===== src/hw/rtl/ccr_pkg.sv =====
`timescale 1ns / 1ps
// ============================================================================
// ccr_pkg
// Shared types and constants for the 8-connected region counter.
// ============================================================================
package ccr_pkg;

    localparam int unsigned DimWidth   = 7;
    localparam int unsigned CountWidth = 11;
    localparam logic [CountWidth-1:0] CountLimit = 11'd2047;

    // Register indexes on the configuration port.
    localparam int unsigned RegRows    = 0;
    localparam int unsigned RegColumns = 1;

    // Commands from the controller to the datapath.
    typedef struct packed {
        logic load_write;    // store the incoming pixel
        logic clear_step;    // clear one visited entry at the scan index
        logic scan_reset;    // restart the scan index at zero
        logic scan_read;     // read image and visited at the scan index
        logic scan_next;     // advance the scan index
        logic seed;          // start a region at the scan index
        logic pop;           // advance the queue head
        logic pop_take;      // latch the popped cell
        logic nb_read;       // read image and visited of the current neighbor
        logic nb_take;       // enqueue the neighbor if it is set and unvisited
        logic nb_next;       // advance to the next neighbor
        logic count_clear;   // clear the region total
    } ccr_cmd_t;

    // Status from the datapath to the controller.
    typedef struct packed {
        logic scan_last;     // scan index is the last cell
        logic scan_hit;      // scanned cell is set and unvisited
        logic queue_empty;   // queue head has reached tail
        logic nb_last;       // current neighbor is the eighth
        logic nb_inside;     // current neighbor lies in the image
    } ccr_stat_t;

    // Neighbor offsets, row then column.
    function automatic logic signed [1:0] row_step(input logic [2:0] k);
        unique case (k)
            3'd0, 3'd1, 3'd7: row_step = 2'sd1;
            3'd2, 3'd6:       row_step = 2'sd0;
            default:          row_step = -2'sd1;
        endcase
    endfunction

    function automatic logic signed [1:0] col_step(input logic [2:0] k);
        unique case (k)
            3'd0, 3'd4: col_step = 2'sd0;
            3'd1, 3'd2, 3'd3: col_step = -2'sd1;
            default:    col_step = 2'sd1;
        endcase
    endfunction

endpackage


===== src/hw/rtl/ccr_control.sv =====
`timescale 1ns / 1ps
// ============================================================================
// ccr_control
// Sequencer for loading, clearing, scanning and the flood fill.
// ============================================================================
module ccr_control
    import ccr_pkg::*;
(
    input  logic      clk,
    input  logic      rst_n,
    input  logic      in_valid,
    output logic      in_stall,
    input  logic      load_last,
    output logic      out_valid,
    input  logic      out_stall,
    output ccr_cmd_t  cmd,
    input  ccr_stat_t stat
);

    localparam logic [3:0] S_LOAD  = 4'd0;
    localparam logic [3:0] S_CLEAR = 4'd1;
    localparam logic [3:0] S_SREAD = 4'd2;
    localparam logic [3:0] S_SWAIT = 4'd3;
    localparam logic [3:0] S_SCHK  = 4'd4;
    localparam logic [3:0] S_POP   = 4'd5;
    localparam logic [3:0] S_PWAIT = 4'd6;
    localparam logic [3:0] S_PTAKE = 4'd7;
    localparam logic [3:0] S_NREAD = 4'd8;
    localparam logic [3:0] S_NWAIT = 4'd9;
    localparam logic [3:0] S_NTAKE = 4'd10;
    localparam logic [3:0] S_SNEXT = 4'd11;
    localparam logic [3:0] S_DONE  = 4'd12;

    logic [3:0] state_reg, state_next;
    logic       out_valid_reg, out_valid_next;
    logic       accept;

    assign out_valid = out_valid_reg;
    assign in_stall  = (state_reg != S_LOAD);
    assign accept    = in_valid && !in_stall;

    always_comb
    begin
        state_next     = state_reg;
        out_valid_next = out_valid_reg && out_stall;
        cmd            = '0;
        unique case (state_reg)
            S_LOAD:
            begin
                if (accept)
                begin
                    cmd.load_write = 1'b1;
                    if (load_last)
                    begin
                        cmd.scan_reset  = 1'b1;
                        cmd.count_clear = 1'b1;
                        state_next      = S_CLEAR;
                    end
                end
            end
            S_CLEAR:
            begin
                cmd.clear_step = 1'b1;
                if (stat.scan_last)
                begin
                    cmd.scan_reset = 1'b1;
                    state_next     = S_SREAD;
                end
                else
                begin
                    cmd.scan_next = 1'b1;
                end
            end
            S_SREAD: state_next = S_SWAIT;
            S_SWAIT: state_next = S_SCHK;
            S_SCHK:
            begin
                if (stat.scan_hit)
                begin
                    cmd.seed   = 1'b1;
                    state_next = S_POP;
                end
                else
                begin
                    state_next = S_SNEXT;
                end
            end
            S_POP:
            begin
                if (stat.queue_empty)
                begin
                    state_next = S_SNEXT;
                end
                else
                begin
                    state_next = S_PWAIT;
                end
            end
            S_PWAIT: state_next = S_PTAKE;
            S_PTAKE:
            begin
                // The head moves in the same cycle that its entry is latched.
                cmd.pop      = 1'b1;
                cmd.pop_take = 1'b1;
                state_next   = S_NREAD;
            end
            S_NREAD:
            begin
                cmd.nb_read = 1'b1;
                state_next  = S_NWAIT;
            end
            S_NWAIT:
            begin
                cmd.nb_read = 1'b1;
                state_next  = S_NTAKE;
            end
            S_NTAKE:
            begin
                cmd.nb_take = 1'b1;
                if (stat.nb_last)
                begin
                    state_next = S_POP;
                end
                else
                begin
                    cmd.nb_next = 1'b1;
                    state_next  = S_NREAD;
                end
            end
            S_SNEXT:
            begin
                if (stat.scan_last)
                begin
                    state_next = S_DONE;
                end
                else
                begin
                    cmd.scan_next = 1'b1;
                    state_next    = S_SREAD;
                end
            end
            S_DONE:
            begin
                if (!(out_valid_reg && out_stall))
                begin
                    out_valid_next = 1'b1;
                    state_next     = S_LOAD;
                end
            end
            default: state_next = S_LOAD;
        endcase
    end

    always_ff @(posedge clk or negedge rst_n)
    begin
        if (!rst_n)
        begin
            state_reg     <= S_LOAD;
            out_valid_reg <= 1'b0;
        end
        else
        begin
            state_reg     <= state_next;
            out_valid_reg <= out_valid_next;
        end
    end

endmodule


===== config.mk =====
export PLATFORM = sky130hd
export DESIGN_NAME = ccr_control
export DESIGN_NICKNAME = d
export VERILOG_FILES = /design/src/hw/rtl/ccr_pkg.sv /design/src/hw/rtl/ccr_control.sv
export SDC_FILE = /design/constraint.sdc
export NUM_CORES = 1
export LEC_CHECK = 0
export ABC_AREA = 1
export BUFFER_PORTS_ARGS = -buffer_cell sky130_fd_sc_hd__buf_4
export CAP_MARGIN = 20
export CORE_UTILIZATION = 35
export DETAILED_ROUTE_END_ITERATION = 10
export PLACE_DENSITY = 0.66
export SYNTH_ARGS = -nofsm -noshare
export SYNTH_HDL_FRONTEND = slang
export SYNTH_SLANG_ARGS = --single-unit

===== constraint.sdc =====
create_clock -name clk -period 1.2 [get_ports clk]
set_clock_uncertainty 0.2 [all_clocks]
set_input_delay 0.12 -clock clk [delete_from_list [all_inputs] [get_ports clk]]
set_output_delay 0.12 -clock clk [all_outputs]
set_load 0.005 [all_outputs]

* Yosys cells after proc, flatten, opt, wreduce, memory -nomap -nowiden *
Cells that the tools add are included.
Widths: inputs -> output; s select.

cells by class
  eq/ne operators = 16
  multiplexer cells = 26
  reduce and logical (&&, ||, !) cells = 8

operators by type and width
  kind                number
  $pmux 4 s13         1
  $mux 4              8
  $eq 4x4->1 const B  5
  $eq 4x3->1 const B  4
  $mux 1              14
  $eq 4x2->1 const B  2
  $ne 2x2->1 const B  4
  $eq 4x1->1 const B  1
  $logic_not 4->1     1
  $mux 2              2
  $reduce_and 4->1    1
  $reduce_bool 4->1   1
  $reduce_or 2->1     2
  $logic_and 1x1->1   2
  $pmux 1 s2          1
  $logic_not 1->1     1

storage, ports and cells
  bits in registers = 5
  input port bits = 10
  output and inout port bits = 14
  word-level logic and storage cells = 52

* Logic depth before layout (Yosys ltp) *
Gate-level depths: netlist of the first run.

  depth after elaboration = 5
  mapped depth = 7
  mapped depth without buffers = 7

* Worst setup path before layout of the first run *
Ideal clock, no wire load.

  kind = flip-flop to output port
  start point = register state_reg[3]
  end point = output port cmd[9] (netlist name)
  data arrival time = 0.964 ns
  data required time = 0.880 ns
  setup slack = -0.084 ns
  stages on the path, launching flop included = 4
  buffers on the path = 0
  cell sequence = dfrtp_1 -> nor2_2 -> nand2_1 -> o22ai_1

RTL lines
  what                    line                RTL
  start, declared         ccr_control.sv:34   logic [3:0] state_reg, state_next;
  start signal, assigned  ccr_control.sv:163  state_reg <= state_next;
  end, declared           ccr_control.sv:16   output ccr_cmd_t cmd,

==> impl_metrics.env, run 1 <==
export IMPL_setup_viol=17
export IMPL_syn_area_um2=483.0
export IMPL_vias=633
export IMPL_cts_tree="built"
export IMPL_fin_nets=133
export IMPL_power_leakage_nw=0.5138
export IMPL_critPathKind="flip-flop to primary output"
export IMPL_dp_slack_ns=-0.1898
export IMPL_gp_congestion=0.7749
export IMPL_io_pins=24
export IMPL_numClockSinks=5
export IMPL_start_kind="flip-flop"
export IMPL_min_to="out_valid"
export IMPL_die_height_um=39.15
export IMPL_die_area_mm2=0.001532
export IMPL_rrSetupSlack_ns=-0.30
export IMPL_rows=13
export IMPL_die_w_um=39.15
export IMPL_yosysWarningCount=0
export IMPL_cts_buffers=3
export IMPL_grt_pass1_vias=511
export IMPL_clock_fmax_mhz=625.7
export IMPL_r2r_start="state_reg[3]"
export IMPL_drt_first_pass_iters=4
export IMPL_antenna_left=0
export IMPL_grt_max_degree=7
export IMPL_yosysSeqAreaShare_pct=25.91
export IMPL_antenna_found_initial=0
export IMPL_fin_cells=137
export IMPL_cts_max_level=1
export IMPL_min_path_type="primary input to flip-flop"
export IMPL_cts_buffer_depth=2
export IMPL_drive_above_1_share_pct=54.92
export IMPL_grt_pass1_wl_um=2090
export IMPL_routedWlPerCell_um=10.09
export IMPL_wl_um=1383
export IMPL_postCtsHoldBufs=1
export IMPL_period_share_pct=133.2
export IMPL_required_ns=0.88
export IMPL_synth_nets=92
export IMPL_worstReg2RegEnd="state_reg[1]"
export IMPL_viasPerCell=4.620
export IMPL_peakVddDrop_mv=1.039
export IMPL_ys_ff_latch=5
export IMPL_crit_arrival_ns=1.28
export IMPL_report_final_hold_viol_count=1
export IMPL_port_buffers=21
export IMPL_drt_iter0_markers=27
export IMPL_min_period_ns=1.598
export IMPL_maxCapViolations=0
export IMPL_worst_r2r_cell_count=9
export IMPL_grt_use_total_pct=20.84
export IMPL_status="finished, violations left"
export IMPL_path_max_fanout=5
export IMPL_holdWs_ns=-0.09049
export IMPL_cts_root_buf="clkbuf_4"
export IMPL_rsz0062_at_grt="true"
export IMPL_crit_path_end_kind="primary output"
export IMPL_violations="negative hold slack, negative setup slack"
export IMPL_syn_inst=82
export IMPL_clkSlewWorstSetupHoldPaths_ns=0.05
export IMPL_layout_setup_ws_ns=-0.3981
export IMPL_dp_hpwl_um=947.8
export IMPL_num_antenna_cells=0
export IMPL_largest_reg_flops=4
export IMPL_whs_path_depth=3
export IMPL_slew_violations=0
export IMPL_syn_area_per_cell_um2=5.890
export IMPL_drc_errors=0
export IMPL_p_per_area_mw_per_mm2=2137
export IMPL_grt_overflow=0
export IMPL_holdCritStartpoint="out_stall"
export IMPL_synthDistinctLibCells=14
export IMPL_start_util_pct=37.59
export IMPL_place_inst=120
export IMPL_core_area_mm2=0.001285
export IMPL_clkLatencyLatePin_ns=0.25
export IMPL_area_delta_synth_final_pct=80.57
==> metrics by stage <==
step	area, um^2	setup TNS [ns]	total power, mW	utilization [%]
final	872.1	-5.255	1.864	67.87
after CTS	830.8	-4.843	1.735	64.65
after detailed placement	680.7	-1.692	1.264	52.97
after global placement	680.7	-1.481	1.253	52.97
after global routing	872.1	-6.244	2.014	67.87
after floorplan	489.2	-0.1358	0.9067	-
==> Yosys cell counts <==
cell type / number / area, um^2
nor2_4: 3 / 33.78
nor2_1: 12 / 45.04
inv_1: 10 / 37.54
nand3_1: 11 / 55.05
buf_4: 2 / 15.01
o22ai_1: 1 / 6.260
nor2_2: 5 / 31.28
inv_2: 5 / 18.77
dfrtp_1: 5 / 125.1
and2_0: 1 / 6.260
o21ai_0: 1 / 5.000
nand3_2: 1 / 10.01
conb_1: 1 / 3.750
nand2_1: 24 / 90.09
==> kinds of logic (layout without fill, tap and decap cells) <==
kind of cell | after synthesis | after routing | share of synthesized area (%)
DFF | 5 | 5 | 25.91
buffers and inverters | 17 | 57 | 14.77
and+or+nand+nor | 57 | 57 | 56.22
AOI/OAI and AO/OA | 2 | 2 | 2.331
other | 1 | 1 | 0.7765
==> report_power, final <==
part	internal (mW)	switching [mW]	total, mW
logic	0.662	0.625	1.29
clock network	0.126	0.0717	0.198
registers	0.247	0.131	0.379
==> cells in the final DEF, fill, tap and decap left out, types with 4 or more instances in the layout <==
master,netlist,final
dfrtp_2,0,4
inv_2,5,8
inv_1,10,7
nor2_4,3,5
nor2_1,12,12
buf_6,0,6
buf_4,2,31
nand3_1,11,10
nand2_1,24,20
==> worst max-delay path: stages, from the launching register on <==
cell     delay [ns]
dfrtp_2        0.45
nor2_4         0.20
buf_4          0.14
nand3_2        0.06
nand2_1        0.08
buf_4          0.10
==> final cells by class <==
class | count | area (um^2)
inverters | 15 | 56.30
fillers | 126 | 412.9
multi-input cells | 60 | 330.3
clock buffers | 4 | 26.28
flip-flops and latches | 5 | 130.1
well taps | 15 | 18.77
repair buffers | 38 | 310.3
==> repair_timing <==
item | in CTS | in global routing
gates resized for setup | 18 | 3
buffers inserted | 11 | 3
pin swaps | 13 | 7
endpoints found under the hold margin | 6 | 1
setup endpoints to repair | 16 | 17
==> routing by layer <==
layer / track usage, % / share of wire [%] / up-vias / routed length, um
met2: 37.92 / 54 / 24 / 744
met1: 22.73 / 40 / 285 / 552
met5: 0 / 0 / - / 0
met3: 6.936 / 5.4 / 2 / 75
met4: 5.172 / 0.72 / 0 / 10
li1: - / - / 322 / -
==> worst max path at each step <==
| stage | start | depth (start not counted) | endpoint | slack, ns |
|---|---|---|---|---|
| after detailed placement | state_reg[3] | 4 | cmd[9] | -0.19 |
| after global placement | state_reg[0] | 6 | state_reg[1] | -0.17 |
| after CTS | state_reg[2] | 4 | cmd[9] | -0.40 |
| final | state_reg[3] | 5 | cmd[7] | -0.40 |
| after floorplan | state_reg[0] | 6 | state_reg[1] | -0.05 |
| after global routing | state_reg[0] | 5 | cmd[6] | -0.45 |
Note: power is estimated with default switching activity, not from simulation.
==> run 2, diff against run 1 <==
CTS_BUF_LIST = sky130_fd_sc_hd__clkbuf_8   (was default)
SKIP_LAST_GASP = 1   (was default)
==> impl_metrics.env, run 2 (synthesis gave the netlist of run 1 again) <==
export IMPL_report_final_hold_viol_count=1
export IMPL_cts_max_level=1
export IMPL_switching_share_pct=42.65
export IMPL_p_switching_uw=838.4
export IMPL_grt_overflow=0
export IMPL_period_share_pct=130.8
export IMPL_area_delta_synth_final_pct=84.97
export IMPL_cts_tree="built"
export IMPL_status="finished, violations left"
export IMPL_grt_pass1_wl_um=2056
export IMPL_drt_first_pass_iters=4
export IMPL_tns_ns=-4.595
export IMPL_num_antenna_cells=0
export IMPL_slew_violations=0
export IMPL_io_pins=24
export IMPL_power_leakage_nw=0.5237
export IMPL_clkPwrFrac_pct=15.4
export IMPL_setup_viol=17
export IMPL_gp_congestion=0.7749
export IMPL_antenna_found_initial=0
export IMPL_required_ns=0.88
export IMPL_critPathSlowestCell="dfrtp_2"
export IMPL_crit_top_cell="buf_4"
export IMPL_path_delay_family="flip-flops"
export IMPL_cts_buffers=3
export IMPL_rows=13
export IMPL_multi_input_area_um2=332.8
export IMPL_core_area_mm2=0.001285
export IMPL_fin_nets=132
export IMPL_combPwrFrac_pct=65.4
export IMPL_critPathMaxStageDelay_ns=0.45
export IMPL_peakVddDrop_mv=1.032
export IMPL_min_period_ns=1.570
export IMPL_cts_root_buf="clkbuf_8"
export IMPL_intPower_mw=1.128
export IMPL_vias=634
export IMPL_dp_slack_ns=-0.1898
export IMPL_dp_hpwl_um=947.8
export IMPL_crit_arrival_ns=1.25
export IMPL_layout_setup_ws_ns=-0.3699
export IMPL_critPathKind="flip-flop to primary output"
export IMPL_grt_max_degree=7
export IMPL_holdWs_ns=-0.05414
export IMPL_clkLatencyLatePin_ns=0.22
export IMPL_routedWlPerCell_um=9.912
export IMPL_grt_use_total_pct=20.36
export IMPL_port_buffers=21
export IMPL_viasPerCell=4.662
export IMPL_numClockSinks=5
export IMPL_crit_chain="nor2_4 -> buf_4 -> nand3_2 -> nand2_1 -> buf_4"
export IMPL_sequentialPowerShare_pct=19.3
export IMPL_clkSlewWorstSetupHoldPaths_ns=0.04
export IMPL_crit_path_end_kind="primary output"
export IMPL_finalPower_mw=1.966
export IMPL_start_util_pct=37.59
export IMPL_maxCapViolations=0
export IMPL_die_height_um=39.15
export IMPL_drc_errors=0
export IMPL_antenna_left=0
export IMPL_layout_commonest_cell="buf_4"
export IMPL_start_kind="flip-flop"
export IMPL_rsz0062_at_grt="true"
export IMPL_violations="negative hold slack, negative setup slack"
export IMPL_cts_buffer_depth=2
export IMPL_drive_above_1_share_pct=55.37
export IMPL_seqCellArea_um2=130.1
export IMPL_cp_buffers_inverters=2
export IMPL_rrSetupSlack_ns=-0.28
export IMPL_layout_common_cells="buf_4, nand2_1, nor2_1, nand3_1"
export IMPL_wl_um=1348
export IMPL_fin_util_pct=69.52
export IMPL_path_max_fanout=5
export IMPL_min_path_type="primary input to flip-flop"
export IMPL_largest_reg_flops=4
export IMPL_die_area_mm2=0.001532
export IMPL_drt_iter0_markers=16
export IMPL_fill_cells=126
export IMPL_p_per_area_mw_per_mm2=2201
export IMPL_die_w_um=39.15
export IMPL_postCtsHoldBufs=1
export IMPL_clock_fmax_mhz=637.0
export IMPL_grt_pass1_vias=507
[run 2: changes by cell type in the layout (fill, tap and decap cells not counted), sizes merged]
| cell | change |
|---|---|
| buf | -1 |
| clkbuf | -1 |
| inv | +1 |
[run 2: worst min-delay path: stages]
cell and delay (ns):
buf_4 0.07, nand2_1 0.07, nand2_1 0.07
[run 2: power groups by stage]
| stage | Clock [mW] | Sequential (mW) | Combinational, mW |
|---|---|---|---|
| 2_1_floorplan | 0 | 0.349 | 0.557 |
| 3_3_place_gp | 0 | 0.361 | 0.891 |
| 3_5_place_dp | 0 | 0.365 | 0.899 |
| 4_1_cts | 0.307 | 0.374 | 1.16 |
| 5_1_grt | 0.326 | 0.391 | 1.40 |
| 6_report | 0.302 | 0.379 | 1.28 |
[run 2: worst paths after layout]
check | from | endpoint | cells past startpoint
max in group asynchronous | rst_n | state_reg[0] | 2
hold / removal | out_stall | out_valid | 3
setup / recovery | state_reg[3] | cmd[7] | 5
hold reg to reg | out_valid | out_valid | 2
setup reg to reg | state_reg[3] | state_reg[0] | 8
min in group asynchronous | rst_n | state_reg[2] | 2
[run 2: timing repair]
action                                  in CTS  in global routing
endpoints found under the setup margin      16                 17
buffers inserted                            10                  2
resized for setup                           18                  6
gates cloned                                 0                  0
pin swaps                                   13                  7
endpoints found under the hold margin        6                  1
[run 2: routing by layer]
| metal | wire (um) | vias up | track usage, % |
|---|---|---|---|
| met3 | 101 | 4 | 6.936 |
| met1 | 539 | 276 | 23.08 |
| li1 | - | 321 | - |
| met4 | 19 | 0 | 5.172 |
| met5 | 0 | - | 0 |
| met2 | 689 | 33 | 35.83 |
[run 2: final cells by class]
class                   count  area share, %
clock buffers               3          4.622
inverters                  15          6.303
flip-flops and latches      5          14.57
well taps                  15          2.101
clock inverters             1         0.4202
repair buffers             37          34.73
multi-input cells          60          37.25
[run 2: metrics by stage]
stage / instance area, um^2 / hold slack, ns / instances
6_report: 893.4 / -0.05414 / 136
5_1_grt: 893.4 / -0.05652 / 136
4_1_cts: 849.6 / -0.07062 / 134
3_5_place_dp: 680.7 / -0.2750 / 120
3_3_place_gp: 680.7 / -0.2769 / 120
2_1_floorplan: 489.2 / -0.3756 / 82
==> run 3, diff against run 2 <==
SETUP_SLACK_MARGIN = 0.05   (was default)
==> impl_metrics.env, run 3 (synthesis gave the netlist of run 1 again) <==
export IMPL_cts_max_level=1
export IMPL_largest_reg_flops=4
export IMPL_grt_max_degree=6
export IMPL_path_max_fanout=5
export IMPL_rsz0062_at_grt="true"
export IMPL_cts_buffers=3
export IMPL_cts_tree="built"
export IMPL_combPwrFrac_pct=69.1
export IMPL_rrSetupSlack_ns=-0.38
export IMPL_required_ns=0.88
export IMPL_min_path_type="primary input to flip-flop"
export IMPL_clkPwrFrac_pct=14.2
export IMPL_r2r_start="state_reg[3]"
export IMPL_intPower_mw=1.288
export IMPL_fin_cells=139
export IMPL_sequentialPowerShare_pct=16.7
export IMPL_antenna_found_initial=0
export IMPL_fin_nets=135
export IMPL_routedWlPerCell_um=12.11
export IMPL_clock_fmax_mhz=616.5
export IMPL_p_switching_uw=975.6
export IMPL_crit_arrival_ns=1.30
export IMPL_start_kind="flip-flop"
export IMPL_slew_violations=0
export IMPL_place_inst=120
export IMPL_drc_errors=0
export IMPL_switching_share_pct=43.10
export IMPL_die_w_um=39.15
export IMPL_worst_r2r_cell_count=9
export IMPL_layout_commonest_cell="buf_4"
export IMPL_p_per_area_mw_per_mm2=2313
export IMPL_start_util_pct=37.59
export IMPL_cp_startpoint="state_reg[3]"
export IMPL_die_area_mm2=0.001532
export IMPL_drt_first_pass_iters=2
export IMPL_gp_congestion=0.9017
export IMPL_area_delta_synth_final_pct=102.6
export IMPL_cts_root_buf="clkbuf_8"
export IMPL_setup_viol=17
export IMPL_io_pins=24
export IMPL_grt_use_total_pct=25.21
export IMPL_core_area_mm2=0.001285
export IMPL_status="finished, violations left"
export IMPL_vias=639
export IMPL_crit_path_end="cmd[9]"
export IMPL_worstReg2RegEnd="state_reg[0]"
export IMPL_report_final_hold_viol_count=1
export IMPL_port_buffers=21
export IMPL_min_period_ns=1.622
export IMPL_layout_common_cells="buf_4, nand2_1, buf_6, inv_2, nor2_1"
export IMPL_crit_path_end_kind="primary output"
export IMPL_numClockSinks=5
export IMPL_wl_um=1683
export IMPL_grt_overflow=0
export IMPL_power_leakage_nw=0.5687
export IMPL_critPathKind="flip-flop to primary output"
export IMPL_viasPerCell=4.597
export IMPL_period_share_pct=135.2
export IMPL_clkSlewWorstSetupHoldPaths_ns=0.04
export IMPL_grt_pass1_vias=570
export IMPL_drive_above_1_share_pct=63.71
export IMPL_layout_setup_ws_ns=-0.4219
export IMPL_peakVddDrop_mv=1.321
export IMPL_fill_cells=102
export IMPL_rows=13
export IMPL_violations="negative hold slack, negative setup slack"
export IMPL_grt_pass1_wl_um=2504
export IMPL_holdWs_ns=-0.01286
export IMPL_die_height_um=39.15
export IMPL_tns_ns=-5.098
export IMPL_antenna_left=0
export IMPL_drt_iter0_markers=11
export IMPL_dp_hpwl_um=958
export IMPL_cts_buffer_depth=2
export IMPL_maxCapViolations=0
export IMPL_holdCritStartpoint="out_stall"
export IMPL_clkLatencyLatePin_ns=0.23
export IMPL_num_antenna_cells=0
run 3: cell types whose count changed in the layout (fill, tap and decap cells not counted), sizes merged:
cell	delta
buf	+3
run 3: cell type report:
cell class                      instances  area (um^2)  area share [%]
Inverter                               15        56.30           5.754
Timing Repair Buffer                   40        347.8           35.55
Clock buffer                            3        41.29           4.220
Sequential cell                         5        130.1           13.30
Tap cell                               15        18.77           1.918
Multi-Input combinational cell         60        380.4           38.87
Clock inverter                          1        3.754          0.3836
run 3: repair_timing:
| action | in CTS | in global routing |
|---|---|---|
| endpoints found under the hold margin | 6 | 0 |
| pin swaps | 11 | 7 |
| setup buffers | 10 | 4 |
| cloned | 0 | 0 |
| resized for setup | 25 | 12 |
| hold buffers | 1 | 0 |
| setup endpoints to repair | 17 | 17 |
run 3: stage by stage:
stage | setup WS [ns] | instance area [um^2] | hold WS, ns | power (mW) | utilization, %
global placement | -0.1884 | 684.4 | -0.2763 | 1.281 | 53.26
floorplan | -0.04609 | 496.7 | -0.3756 | 0.9218 | -
detailed placement | -0.1830 | 684.4 | -0.2772 | 1.281 | 53.26
global route | -0.4593 | 978.4 | 0.003358 | 2.414 | 76.14
finish | -0.4219 | 978.4 | -0.01286 | 2.263 | 76.14
CTS | -0.3660 | 905.9 | -0.02122 | 2.011 | 70.50
run 3: worst max-delay path, stage by stage, from the launching register on:
cell	delay, ns
dfrtp_2	0.45
nor2_4	0.21
nand2_4	0.10
o22ai_2	0.17
buf_4	0.13
run 3: how the worst min path moves through the flow:
stage | cells past startpoint | endpoint
2_1_floorplan | 0 | out_valid
3_3_place_gp | 1 | out_valid
3_5_place_dp | 1 | out_valid
4_1_cts | 3 | out_valid
5_1_grt | 3 | out_valid
6_report | 3 | out_valid
run 3: per-layer routing:
layer	vias up	global-route usage [%]	routed length [um]
met4	0	7.759	19
met1	290	29.23	694
met2	16	46.67	921
met5	-	0	0
li1	331	-	-
met3	2	3.468	48
run 3: power by group through the flow:
| stage | sequential [mW] | combinational [mW] | clock [mW] |
|---|---|---|---|
| 2_1_floorplan | 0.352 | 0.570 | 0 |
| 3_3_place_gp | 0.360 | 0.921 | 0 |
| 3_5_place_dp | 0.368 | 0.912 | 0 |
| 4_1_cts | 0.376 | 1.32 | 0.315 |
| 5_1_grt | 0.386 | 1.70 | 0.323 |
| 6_report | 0.378 | 1.56 | 0.321 |
